**config.mk**
```make
export PLATFORM = sky130hd
export DESIGN_NAME = calendar_date_serial_converter_flat
export DESIGN_NICKNAME = d
export VERILOG_FILES = /design/src/design/cdsc_pkg.sv /design/src/design/cdsc_req_if.sv /design/src/design/cdsc_rsp_if.sv /design/src/design/calendar_date_serial_converter.sv /design/src/design/cdsc_enc.sv /design/src/design/cdsc_dec.sv /design/src/flat_wrapper.sv
export SDC_FILE = /design/constraint.sdc
export NUM_CORES = 2
export LEC_CHECK = 0
export BUFFER_PORTS_ARGS = -buffer_cell sky130_fd_sc_hd__buf_4
export CORE_MARGIN = 10
export CORE_UTILIZATION = 40
export CTS_BUF_LIST = sky130_fd_sc_hd__clkbuf_2 sky130_fd_sc_hd__clkbuf_4 sky130_fd_sc_hd__clkbuf_8
export CTS_CLUSTER_SIZE = 14
export DETAILED_ROUTE_END_ITERATION = 16
export PLACE_DENSITY = 0.62
export SKIP_CTS_REPAIR_TIMING = 1
export SYNTH_ARGS = -nofsm -noshare
export SYNTH_HDL_FRONTEND = slang
export SYNTH_SLANG_ARGS = --single-unit
```
**constraint.sdc**
```tcl
create_clock -name clk -period 7.95 [get_ports clk]
set_clock_uncertainty 0.05 [all_clocks]
set_input_delay 0.795 -clock clk [delete_from_list [all_inputs] [get_ports clk]]
set_output_delay 0.795 -clock clk [all_outputs]
set_load 0.03 [all_outputs]
```
**src/design/cdsc_pkg.sv**
```systemverilog
package cdsc_pkg;

  typedef enum logic {
    CMD_ENCODE = 1'b0,
    CMD_DECODE = 1'b1
  } cmd_t;

  // Both datapaths deliver their result from the same pipeline stage.
  localparam int NSTAGE    = 7;
  localparam int ENC_DEPTH = 4;

  localparam logic [13:0] YEAR_MAX   = 14'd9999;
  localparam logic [3:0]  MONTH_MAX  = 4'd12;
  localparam logic [17:0] DAYS_400Y  = 18'd146097;
  localparam logic [10:0] DAYS_4Y    = 11'd1461;
  localparam logic [19:0] SERIAL_BIAS = 20'd693900;

  localparam logic signed [24:0] SERIAL_LOW  = -25'sd693594;
  localparam logic signed [24:0] SERIAL_HIGH = 25'sd2958465;

  // Reciprocals for exact division by constants over the operand ranges used.
  localparam int          SH_100   = 19;
  localparam logic [12:0] RECIP_100 = 13'(((1 << SH_100) + 99) / 100);
  localparam int          SH_400Y  = 43;
  localparam logic [25:0] RECIP_400Y =
    26'(((64'd1 << SH_400Y) + 64'd146096) / 64'd146097);
  localparam int          SH_4Y    = 29;
  localparam logic [18:0] RECIP_4Y = 19'(((1 << SH_4Y) + 1460) / 1461);
  localparam int          SH_153   = 20;
  localparam logic [12:0] RECIP_153 = 13'(((1 << SH_153) + 152) / 153);

  // Days before the start of a month, with months counted from March as 0.
  function automatic logic [8:0] cum_days(input logic [3:0] m);
    logic [8:0] r;
    case (m)
      4'd0:    r = 9'd0;
      4'd1:    r = 9'd31;
      4'd2:    r = 9'd61;
      4'd3:    r = 9'd92;
      4'd4:    r = 9'd122;
      4'd5:    r = 9'd153;
      4'd6:    r = 9'd184;
      4'd7:    r = 9'd214;
      4'd8:    r = 9'd245;
      4'd9:    r = 9'd275;
      4'd10:   r = 9'd306;
      4'd11:   r = 9'd337;
      default: r = 9'd0;
    endcase
    return r;
  endfunction

  function automatic logic [4:0] month_days(input logic [3:0] m, input logic leap);
    logic [4:0] r;
    case (m)
      4'd2:                      r = leap ? 5'd29 : 5'd28;
      4'd4, 4'd6, 4'd9, 4'd11:   r = 5'd30;
      default:                   r = 5'd31;
    endcase
    return r;
  endfunction

endpackage

```
**src/design/cdsc_req_if.sv**
```systemverilog
interface cdsc_req_if;
  logic               valid;
  logic               ready;
  logic               command;
  logic [13:0]        year_in;
  logic [3:0]         month_in;
  logic [4:0]         day_in;
  logic signed [22:0] serial_in;

  modport source(output valid, command, year_in, month_in, day_in, serial_in,
                 input ready);
  modport sink(input valid, command, year_in, month_in, day_in, serial_in,
               output ready);
endinterface

```
**src/design/cdsc_rsp_if.sv**
```systemverilog
interface cdsc_rsp_if;
  logic               valid;
  logic               ready;
  logic signed [22:0] serial_out;
  logic [13:0]        year_out;
  logic [3:0]         month_out;
  logic [4:0]         day_out;
  logic               valid_res;

  modport source(output valid, serial_out, year_out, month_out, day_out, valid_res,
                 input ready);
  modport sink(input valid, serial_out, year_out, month_out, day_out, valid_res,
               output ready);
endinterface

```
**src/design/calendar_date_serial_converter.sv**
```systemverilog
// Converts a Gregorian date to a day serial (day 0 is 1899-12-30) or a serial
// back to a date, one item per clock cycle sustained while the output is ready.
// The depth of the pipeline is set by the decode path, which takes three
// constant divisions (by 146097, 1461 and 153) as reciprocal multiplies,
// each in a stage of its own followed by the remainder step; the encode
// result is delayed to leave at the same stage. Back-pressure stalls only
// as far back as needed: a stage with no item in it keeps taking work while
// the result register waits to be taken.
module calendar_date_serial_converter import cdsc_pkg::*; (
  input logic        clk,
  input logic        rst,
  cdsc_req_if.sink   req,
  cdsc_rsp_if.source rsp
);

  logic [NSTAGE-1:0] vld;
  logic [NSTAGE:0]   rdy;
  logic [NSTAGE:0]   vld_in;

  // A stage may load when it is empty or when the stage after it moves on.
  always_comb begin
    rdy[NSTAGE] = rsp.ready;
    for (int k = NSTAGE - 1; k >= 0; k--) begin
      rdy[k] = !vld[k] || rdy[k+1];
    end
    vld_in = {vld, req.valid};
  end

  always_ff @(posedge clk) begin
    if (rst) begin
      vld <= '0;
    end else begin
      for (int k = 0; k < NSTAGE; k++) begin
        if (rdy[k]) begin
          vld[k] <= vld_in[k];
        end
      end
    end
  end

  logic [22:0] enc_serial;
  logic        enc_ok;
  logic [13:0] dec_year;
  logic [3:0]  dec_month;
  logic [4:0]  dec_day;
  logic        dec_ok;

  cdsc_enc u_enc (
    .clk      (clk),
    .en       (rdy[NSTAGE-1:0]),
    .command  (req.command),
    .year_in  (req.year_in),
    .month_in (req.month_in),
    .day_in   (req.day_in),
    .serial   (enc_serial),
    .ok       (enc_ok)
  );

  cdsc_dec u_dec (
    .clk       (clk),
    .en        (rdy[NSTAGE-1:0]),
    .command   (req.command),
    .serial_in (req.serial_in),
    .year      (dec_year),
    .month     (dec_month),
    .day       (dec_day),
    .ok        (dec_ok)
  );

  assign req.ready      = rdy[0];
  assign rsp.valid      = vld[NSTAGE-1];
  assign rsp.serial_out = enc_serial;
  assign rsp.year_out   = dec_year;
  assign rsp.month_out  = dec_month;
  assign rsp.day_out    = dec_day;
  assign rsp.valid_res  = enc_ok | dec_ok;

  // A rejected item carries an all-zero payload.
  a_invalid_zero: assert property (@(posedge clk) disable iff (rst)
    rsp.valid && !rsp.valid_res |->
      rsp.serial_out == 23'd0 && rsp.year_out == 14'd0 &&
      rsp.month_out == 4'd0 && rsp.day_out == 5'd0)
    else $error("invalid result with nonzero payload");

  // A decoded date always has a real month and day.
  a_decoded_date: assert property (@(posedge clk) disable iff (rst)
    rsp.valid && rsp.year_out != 14'd0 |->
      rsp.valid_res && rsp.month_out >= 4'd1 && rsp.month_out <= 4'd12 &&
      rsp.day_out >= 5'd1 && rsp.day_out <= 5'd31 && rsp.serial_out == 23'd0)
    else $error("decoded date out of range");

  // With the output side free, the pipeline never refuses an item.
  a_no_bubble_stall: assert property (@(posedge clk) disable iff (rst)
    rsp.ready |-> req.ready)
    else $error("input stalled while output is ready");

  // An accepted item enters the first stage.
  a_enter: assert property (@(posedge clk) disable iff (rst)
    req.valid && req.ready |=> vld[0])
    else $error("accepted item lost at entry");

endmodule

```
**src/design/cdsc_enc.sv**
```systemverilog
module cdsc_enc import cdsc_pkg::*; (
  input  logic              clk,
  input  logic [NSTAGE-1:0] en,
  input  logic              command,
  input  logic [13:0]       year_in,
  input  logic [3:0]        month_in,
  input  logic [4:0]        day_in,
  output logic [22:0]       serial,
  output logic              ok
);

  // Stage 1: shift the year start to March and split off the century.
  logic        cmd1;
  logic [13:0] yr1, yadj1;
  logic [3:0]  mo1;
  logic [4:0]  dy1;
  logic [7:0]  craw1, cadj1;
  logic [13:0] yadj_w;
  logic [26:0] praw_w, padj_w;

  always_comb begin
    yadj_w = (month_in > 4'd2) ? year_in : year_in - 14'd1;
    praw_w = 27'(year_in) * 27'(RECIP_100);
    padj_w = 27'(yadj_w) * 27'(RECIP_100);
  end

  always_ff @(posedge clk) begin
    if (en[0]) begin
      cmd1  <= command;
      yr1   <= year_in;
      mo1   <= month_in;
      dy1   <= day_in;
      yadj1 <= yadj_w;
      craw1 <= padj_w[26:19] ^ padj_w[26:19] ^ praw_w[26:19];
      cadj1 <= padj_w[26:19];
    end
  end

  // Stage 2: leap rule, range checks and the year within the century.
  logic       ok2;
  logic [6:0] c2, ya2;
  logic [3:0] madj2;
  logic [4:0] dy2;
  logic       leap_w, ok_w;
  logic [13:0] ya_w;

  always_comb begin
    leap_w = (yr1[1:0] == 2'b00) &&
             ((yr1 != 14'(craw1) * 14'd100) || (craw1[1:0] == 2'b00));
    ok_w   = (cmd1 == CMD_ENCODE) && (yr1 >= 14'd1) && (yr1 <= YEAR_MAX) &&
             (mo1 >= 4'd1) && (mo1 <= MONTH_MAX) && (dy1 >= 5'd1) &&
             (dy1 <= month_days(mo1, leap_w));
    ya_w   = yadj1 - 14'(cadj1) * 14'd100;
  end

  always_ff @(posedge clk) begin
    if (en[1]) begin
      ok2   <= ok_w;
      c2    <= cadj1[6:0];
      ya2   <= ya_w[6:0];
      madj2 <= (mo1 > 4'd2) ? mo1 - 4'd3 : mo1 + 4'd9;
      dy2   <= dy1;
    end
  end

  // Stage 3: day counts of whole centuries, whole years and whole months.
  logic        ok3;
  logic [21:0] pa3;
  logic [15:0] pb3;
  logic [8:0]  mt3;
  logic [4:0]  dy3;
  logic [23:0] pa_w;
  logic [17:0] pb_w;

  always_comb begin
    pa_w = 24'(c2) * 24'(DAYS_400Y);
    pb_w = 18'(ya2) * 18'(DAYS_4Y);
  end

  always_ff @(posedge clk) begin
    if (en[2]) begin
      ok3 <= ok2;
      pa3 <= pa_w[23:2];
      pb3 <= pb_w[17:2];
      mt3 <= cum_days(madj2);
      dy3 <= dy2;
    end
  end

  // Stage 4: final sum, then delay taps up to the output stage.
  logic [22:0] ser_q [ENC_DEPTH-1:NSTAGE-1];
  logic        ok_q  [ENC_DEPTH-1:NSTAGE-1];
  logic [23:0] sum_w;

  always_comb begin
    sum_w = 24'(pa3) + 24'(pb3) + 24'(mt3) + 24'(dy3) - 24'(SERIAL_BIAS);
  end

  always_ff @(posedge clk) begin
    if (en[ENC_DEPTH-1]) begin
      ok_q[ENC_DEPTH-1]  <= ok3;
      ser_q[ENC_DEPTH-1] <= ok3 ? sum_w[22:0] : 23'd0;
    end
    for (int k = ENC_DEPTH; k < NSTAGE; k++) begin
      if (en[k]) begin
        ok_q[k]  <= ok_q[k-1];
        ser_q[k] <= ser_q[k-1];
      end
    end
  end

  assign serial = ser_q[NSTAGE-1];
  assign ok     = ok_q[NSTAGE-1];

endmodule

```
**src/design/cdsc_dec.sv**
```systemverilog
module cdsc_dec import cdsc_pkg::*; (
  input  logic               clk,
  input  logic [NSTAGE-1:0]  en,
  input  logic               command,
  input  logic signed [22:0] serial_in,
  output logic [13:0]        year,
  output logic [3:0]         month,
  output logic [4:0]         day,
  output logic               ok
);

  // Stage 1: range check, clamp and bias to a day count from March of year 0.
  logic               ok1;
  logic [23:0]        j1;
  logic signed [24:0] s_w, sc_w, n_w;

  always_comb begin
    s_w  = {{2{serial_in[22]}}, serial_in};
    sc_w = (s_w > SERIAL_HIGH) ? SERIAL_HIGH : s_w;
    n_w  = sc_w + 25'(SERIAL_BIAS);
  end

  always_ff @(posedge clk) begin
    if (en[0]) begin
      ok1 <= (command == CMD_DECODE) && (s_w > SERIAL_LOW);
      j1  <= {n_w[21:0], 2'b00} - 24'd1;
    end
  end

  // Stage 2: number of whole 400-year cycles, as centuries.
  logic        ok2;
  logic [23:0] j2;
  logic [6:0]  ly2;
  logic [49:0] p400_w;

  assign p400_w = 50'(j1) * 50'(RECIP_400Y);

  always_ff @(posedge clk) begin
    if (en[1]) begin
      ok2 <= ok1;
      j2  <= j1;
      ly2 <= p400_w[49:43];
    end
  end

  // Stage 3: remainder within the century.
  logic        ok3;
  logic [6:0]  ly3;
  logic [17:0] x3;
  logic [23:0] r_w;

  assign r_w = j2 - 24'(ly2) * 24'(DAYS_400Y);

  always_ff @(posedge clk) begin
    if (en[2]) begin
      ok3 <= ok2;
      ly3 <= ly2;
      x3  <= {r_w[17:2], 2'b11};
    end
  end

  // Stage 4: year within the century.
  logic        ok4;
  logic [6:0]  ly4, yc4;
  logic [17:0] x4;
  logic [36:0] p4y_w;

  assign p4y_w = 37'(x3) * 37'(RECIP_4Y);

  always_ff @(posedge clk) begin
    if (en[3]) begin
      ok4 <= ok3;
      ly4 <= ly3;
      x4  <= x3;
      yc4 <= p4y_w[35:29];
    end
  end

  // Stage 5: day of the March-based year, counted from 1.
  logic        ok5;
  logic [6:0]  ly5, yc5;
  logic [8:0]  ld5;
  logic [10:0] v5;
  logic [17:0] t_w;
  logic [8:0]  ld_w;

  always_comb begin
    t_w  = x4 + 18'd4 - 18'(yc4) * 18'(DAYS_4Y);
    ld_w = t_w[10:2];
  end

  always_ff @(posedge clk) begin
    if (en[4]) begin
      ok5 <= ok4;
      ly5 <= ly4;
      yc5 <= yc4;
      ld5 <= ld_w;
      v5  <= 11'(ld_w) * 11'd5 - 11'd3;
    end
  end

  // Stage 6: March-based month.
  logic        ok6;
  logic [6:0]  ly6, yc6;
  logic [8:0]  ld6;
  logic [3:0]  lm6;
  logic [23:0] p153_w;

  assign p153_w = 24'(v5) * 24'(RECIP_153);

  always_ff @(posedge clk) begin
    if (en[5]) begin
      ok6 <= ok5;
      ly6 <= ly5;
      yc6 <= yc5;
      ld6 <= ld5;
      lm6 <= p153_w[23:20];
    end
  end

  // Stage 7: day of month from the month start table, back to a January year.
  logic        ok7;
  logic [13:0] yr7;
  logic [3:0]  mo7;
  logic [4:0]  dy7;
  logic        wrap_w;
  logic [8:0]  dd_w;

  always_comb begin
    wrap_w = (lm6 >= 4'd10);
    dd_w   = ld6 - cum_days(lm6);
  end

  always_ff @(posedge clk) begin
    if (en[6]) begin
      ok7 <= ok6;
      yr7 <= ok6 ? 14'(ly6) * 14'd100 + 14'(yc6) + 14'(wrap_w) : 14'd0;
      mo7 <= ok6 ? (wrap_w ? lm6 - 4'd9 : lm6 + 4'd3) : 4'd0;
      dy7 <= ok6 ? dd_w[4:0] : 5'd0;
    end
  end

  assign year  = yr7;
  assign month = mo7;
  assign day   = dy7;
  assign ok    = ok7;

endmodule
```
**src/flat_wrapper.sv**
```systemverilog
// flat-port wrapper written by rule: the top's interface ports become plain ports
module calendar_date_serial_converter_flat import cdsc_pkg::*;
  (clk, rst, req_valid, req_command, req_year_in, req_month_in, req_day_in, req_serial_in, req_ready, rsp_valid, rsp_serial_out, rsp_year_out, rsp_month_out, rsp_day_out, rsp_valid_res, rsp_ready);
  cdsc_req_if req_i ();
  cdsc_rsp_if rsp_i ();
  input logic clk;
  input logic rst;
  input wire logic [$bits(req_i.valid)-1:0] req_valid;
  input wire logic [$bits(req_i.command)-1:0] req_command;
  input wire logic [$bits(req_i.year_in)-1:0] req_year_in;
  input wire logic [$bits(req_i.month_in)-1:0] req_month_in;
  input wire logic [$bits(req_i.day_in)-1:0] req_day_in;
  input wire logic [$bits(req_i.serial_in)-1:0] req_serial_in;
  output wire logic [$bits(req_i.ready)-1:0] req_ready;
  output wire logic [$bits(rsp_i.valid)-1:0] rsp_valid;
  output wire logic [$bits(rsp_i.serial_out)-1:0] rsp_serial_out;
  output wire logic [$bits(rsp_i.year_out)-1:0] rsp_year_out;
  output wire logic [$bits(rsp_i.month_out)-1:0] rsp_month_out;
  output wire logic [$bits(rsp_i.day_out)-1:0] rsp_day_out;
  output wire logic [$bits(rsp_i.valid_res)-1:0] rsp_valid_res;
  input wire logic [$bits(rsp_i.ready)-1:0] rsp_ready;
  assign req_i.valid = req_valid;
  assign req_i.command = req_command;
  assign req_i.year_in = req_year_in;
  assign req_i.month_in = req_month_in;
  assign req_i.day_in = req_day_in;
  assign req_i.serial_in = req_serial_in;
  assign req_ready = req_i.ready;
  assign rsp_valid = rsp_i.valid;
  assign rsp_serial_out = rsp_i.serial_out;
  assign rsp_year_out = rsp_i.year_out;
  assign rsp_month_out = rsp_i.month_out;
  assign rsp_day_out = rsp_i.day_out;
  assign rsp_valid_res = rsp_i.valid_res;
  assign rsp_i.ready = rsp_ready;
  calendar_date_serial_converter u_core (.clk(clk), .rst(rst), .req(req_i), .rsp(rsp_i));
endmodule
```
==> impl_metrics.prom <==
# TYPE chip_impl_metric gauge
chip_impl_info{name="root_buffer",value="clkbuf_8"} 1
chip_impl_metric{name="final_setup_fails",unit=""} 0
chip_impl_metric{name="worstPathMaxFanout",unit=""} 8
chip_impl_metric{name="final-max-slew-violation-count",unit=""} 0
chip_impl_metric{name="worst_hold_path.num_cells",unit=""} 1
chip_impl_metric{name="die_height",unit="um"} 367.3
chip_impl_metric{name="arrival_time_at_the_worst_endpoint",unit="ns"} 7.53
chip_impl_metric{name="post_drt_via_cell_ratio",unit=""} 4.732
chip_impl_metric{name="routed_wirelength",unit="mm"} 97.84
chip_impl_metric{name="grt_antenna_before_repair",unit=""} 1
chip_impl_metric{name="layout_min_cycle_time",unit="ns"} 7.060
chip_impl_metric{name="wl_per_cell",unit="um"} 15.85
chip_impl_metric{name="post-route-drc-count",unit=""} 0
chip_impl_metric{name="setup_tns",unit="ns"} 0
chip_impl_metric{name="max_freq",unit="MHz"} 141.7
chip_impl_metric{name="antenna_violating_nets_post_route",unit=""} 0
chip_impl_metric{name="globalRoute.totalOverflow",unit=""} 0
chip_impl_info{name="outcome",value="finished clean"} 1
chip_impl_metric{name="floorplan.die.width",unit="um"} 367.3
chip_impl_metric{name="synth_cell_types",unit=""} 83
chip_impl_info{name="timing.critical_path.slowest_stage_cell",value="fa_1"} 1
chip_impl_metric{name="worst_ep_required_time",unit="ns"} 8.42
chip_impl_info{name="critPathKind",value="flip-flop to flip-flop"} 1
chip_impl_metric{name="netlist_area",unit="mm^2"} 0.04824
chip_impl_metric{name="synth-edff-count",unit=""} 393
chip_impl_metric{name="worst-r2r-setup-slack",unit="ns"} 0.89
chip_impl_metric{name="htree_levels",unit=""} 3
chip_impl_metric{name="drt_first_pass_iters",unit=""} 5
chip_impl_metric{name="cap_violations",unit=""} 0
chip_impl_info{name="netlist.top_cell.by_area",value="ha_1"} 1
chip_impl_metric{name="slew_headroom",unit="%"} 27.38
chip_impl_info{name="hold_class",value="primary input to flip-flop"} 1
chip_impl_metric{name="gate_count_after_technology_mapping",unit=""} 4353
chip_impl_metric{name="dp_hpwl",unit="mm"} 83.92
chip_impl_info{name="worst_r2r_endpoint",value="u_core.u_dec.ly2[6]"} 1
chip_impl_info{name="timing.hold.worst.start",value="req_day_in[0]"} 1
chip_impl_metric{name="vias",unit=""} 29200
chip_impl_info{name="setup_repair_after_global_routing_missed_its_margin",value="false"} 1
chip_impl_info{name="mostFrequentLayoutCell",value="inv_1"} 1
chip_impl_info{name="top_area_cells_in_the_synthesized_netlist",value="ha_1 (25%), fa_1 (25%), edfxtp_1 (24%)"} 1
chip_impl_metric{name="first_global_vias",unit=""} 31560
chip_impl_metric{name="gp_congestion",unit=""} 0.8983
chip_impl_metric{name="grt_overall_usage",unit="%"} 14.93
chip_impl_metric{name="fp.dieArea",unit="mm^2"} 0.1349
chip_impl_info{name="path_common_cell",value="fa_1"} 1
chip_impl_metric{name="cts.sinks",unit=""} 405
chip_impl_metric{name="core_area",unit="mm^2"} 0.1198
chip_impl_info{name="cp_cell_sequence",value="inv_1 -> fa_1 -> inv_1 -> fa_1 -> inv_1 -> fa_1 -> inv_1 -> fa_1 -> fa_1 -> inv_1 -> fa_1 -> fa_1 -> inv_1 -> ha_1 -> nand2_1 -> nor2_1 -> and4_1 -> a41o_1 -> o311a_1 -> o41a_1 -> and4_1 -> nor3_1"} 1
chip_impl_info{name="hold-path-endpoint",value="u_core.u_enc.dy1[0]"} 1
chip_impl_metric{name="worst_pin_slew",unit="ns"} 1.089
chip_impl_metric{name="synth_seq_cells",unit=""} 405
chip_impl_info{name="startpoint_type",value="flip-flop"} 1
chip_impl_info{name="rr_startpoint",value="u_core.u_dec.j1[3]"} 1
chip_impl_info{name="final_cell_mix",value="inv_1 (1153), ha_1 (964), fa_1 (599)"} 1
chip_impl_metric{name="drt_iter0_drc",unit=""} 1315
chip_impl_metric{name="timing.final.hold_violations",unit=""} 0
chip_impl_metric{name="floorplan.initialDensity",unit="%"} 40.26
chip_impl_metric{name="clkTransAtPathRegs",unit="ns"} 0.06
chip_impl_metric{name="portBuffers",unit=""} 99
chip_impl_metric{name="synth_largest_type_area_fraction",unit="%"} 25.01
chip_impl_metric{name="timing.final.crit_share",unit="%"} 88.80
chip_impl_info{name="end_kind",value="flip-flop"} 1
chip_impl_info{name="cts_tree",value="yes"} 1
chip_impl_metric{name="nNetsFinal",unit=""} 6112
chip_impl_metric{name="first_pass_grt_wire_length",unit="mm"} 164.8
chip_impl_info{name="yosys_most_used_dff",value="edfxtp_1"} 1
chip_impl_metric{name="synth.net_count",unit=""} 5967
chip_impl_metric{name="cts_inserted_buffers",unit=""} 76
chip_impl_metric{name="maximum_number_of_pins_on_one_net_before_global_route_repair",unit=""} 78
chip_impl_metric{name="insertion_delay",unit="ns"} 0.70
chip_impl_metric{name="asyncSetResetFlopFracSynth",unit="%"} 0
chip_impl_metric{name="critPathMaxStageDelay",unit="ns"} 0.59
chip_impl_metric{name="cts-root-to-sink-buffers",unit=""} 3
chip_impl_metric{name="top_level_ports",unit=""} 100
chip_impl_metric{name="post_synth.cell_area_avg",unit="um^2"} 11.08
chip_impl_metric{name="num_rows",unit=""} 127
chip_impl_info{name="crit_path_start",value="u_core.u_dec.j1[3]"} 1
chip_impl_metric{name="worst_r2r_path_depth",unit=""} 22
chip_impl_metric{name="synth_seq_area_share",unit="%"} 24.96
chip_impl_metric{name="ys_warn_count",unit=""} 0
chip_impl_metric{name="drive_above_1_share",unit="%"} 6.033
chip_impl_metric{name="area_growth",unit="%"} 8.832
## worst max path at each step
stage / cells after the start / end / slack [ns]
after global placement: 27 / u_core.u_enc.cadj1[6] / 0.62
final: 22 / u_core.u_dec.ly2[6] / 0.89
after CTS: 22 / u_core.u_dec.ly2[6] / 0.89
after floorplan: 22 / u_core.u_dec.ly2[6] / 1.23
after detailed placement: 27 / u_core.u_enc.cadj1[6] / 0.57
after global routing: 22 / u_core.u_dec.ly2[6] / 0.52
## cell usage after synthesis (25+ instances only)
library cell,n
inv_1,1155
ha_1,964
fa_1,599
edfxtp_1,393
xnor2_1,171
nor2_1,153
a21oi_1,106
nand2_1,101
o21ai_0,85
xor2_1,59
a21o_1,47
nand3_1,40
nor3_1,40
o21a_1,28
nor2b_1,25
## worst max-delay path: cells and delay by family (launching register included)
kind | cells | cell delay, ns
DFF | 1 | 0.50
adders and majority gates | 8 | 4.00
buffers and inverters | 6 | 0.52
AOI/OAI and AO/OA | 3 | 1.08
and+or+nand+nor | 5 | 0.73
## metal layers
layer | up-vias | share of wire [%] | global-route usage, %
li1 | 14470 | - | -
met1 | 14180 | 47 | 20.13
met4 | 0 | 2.3 | 3.841
met3 | 128 | 3.6 | 2.302
met2 | 423 | 47 | 24.90
met5 | - | 0 | 0
## sequential cells by signal, indices dropped and copies added (netlist names), 14 cells and up, named ones only
| register | flops |
|---|---|
| u_core.u_enc.pa3 | 22 |
| u_core.u_enc.ser_q | 92 |
| u_core.u_enc.yr1 | 14 |
| u_core.u_dec.j1 | 22 |
| u_core.u_enc.pb3 | 16 |
| u_core.u_dec.year | 14 |
| u_core.u_dec.j2 | 16 |
| u_core.u_dec.x3 | 16 |
## stage by stage
stage	std cells	setup WS [ns]	area [um^2]	hold slack [ns]	util, %
2_1_floorplan	4353	1.227	48240	0.3503	-
4_1_cts	6170	0.8910	52490	0.1808	43.81
3_5_place_dp	6032	0.5681	50850	0.3545	42.44
6_report	6171	0.8905	52500	0.2504	43.82
5_1_grt	6171	0.5229	52500	0.2020	43.82
3_3_place_gp	6032	0.6198	50850	0.3516	42.44
## layout make-up
| cell class | count | area [um^2] |
|---|---|---|
| tap | 1612 | 2017 |
| multi-input combinational | 2744 | 31590 |
| clock buffer | 98 | 1249 |
| antenna | 1 | 2.502 |
| inverter | 1157 | 4343 |
| fill | 11350 | 67320 |
| clock inverter | 40 | 394.1 |
| sequential | 405 | 12040 |
| timing repair buffer | 114 | 855.8 |
## logic make-up after synthesis
logic type | synth area share, %
AO/OA/AOI/OAI | 5.909
buffers and inverters | 9.569
multiplexers | 0.1686
XOR/XNOR | 4.176
AND/OR/NAND/NOR | 5.349
flip-flops | 24.96
adder cells (fa/ha/maj) | 49.87
Power is not shown: default switching activity piles up to over one toggle a cycle in this logic, so the estimate is an artifact.
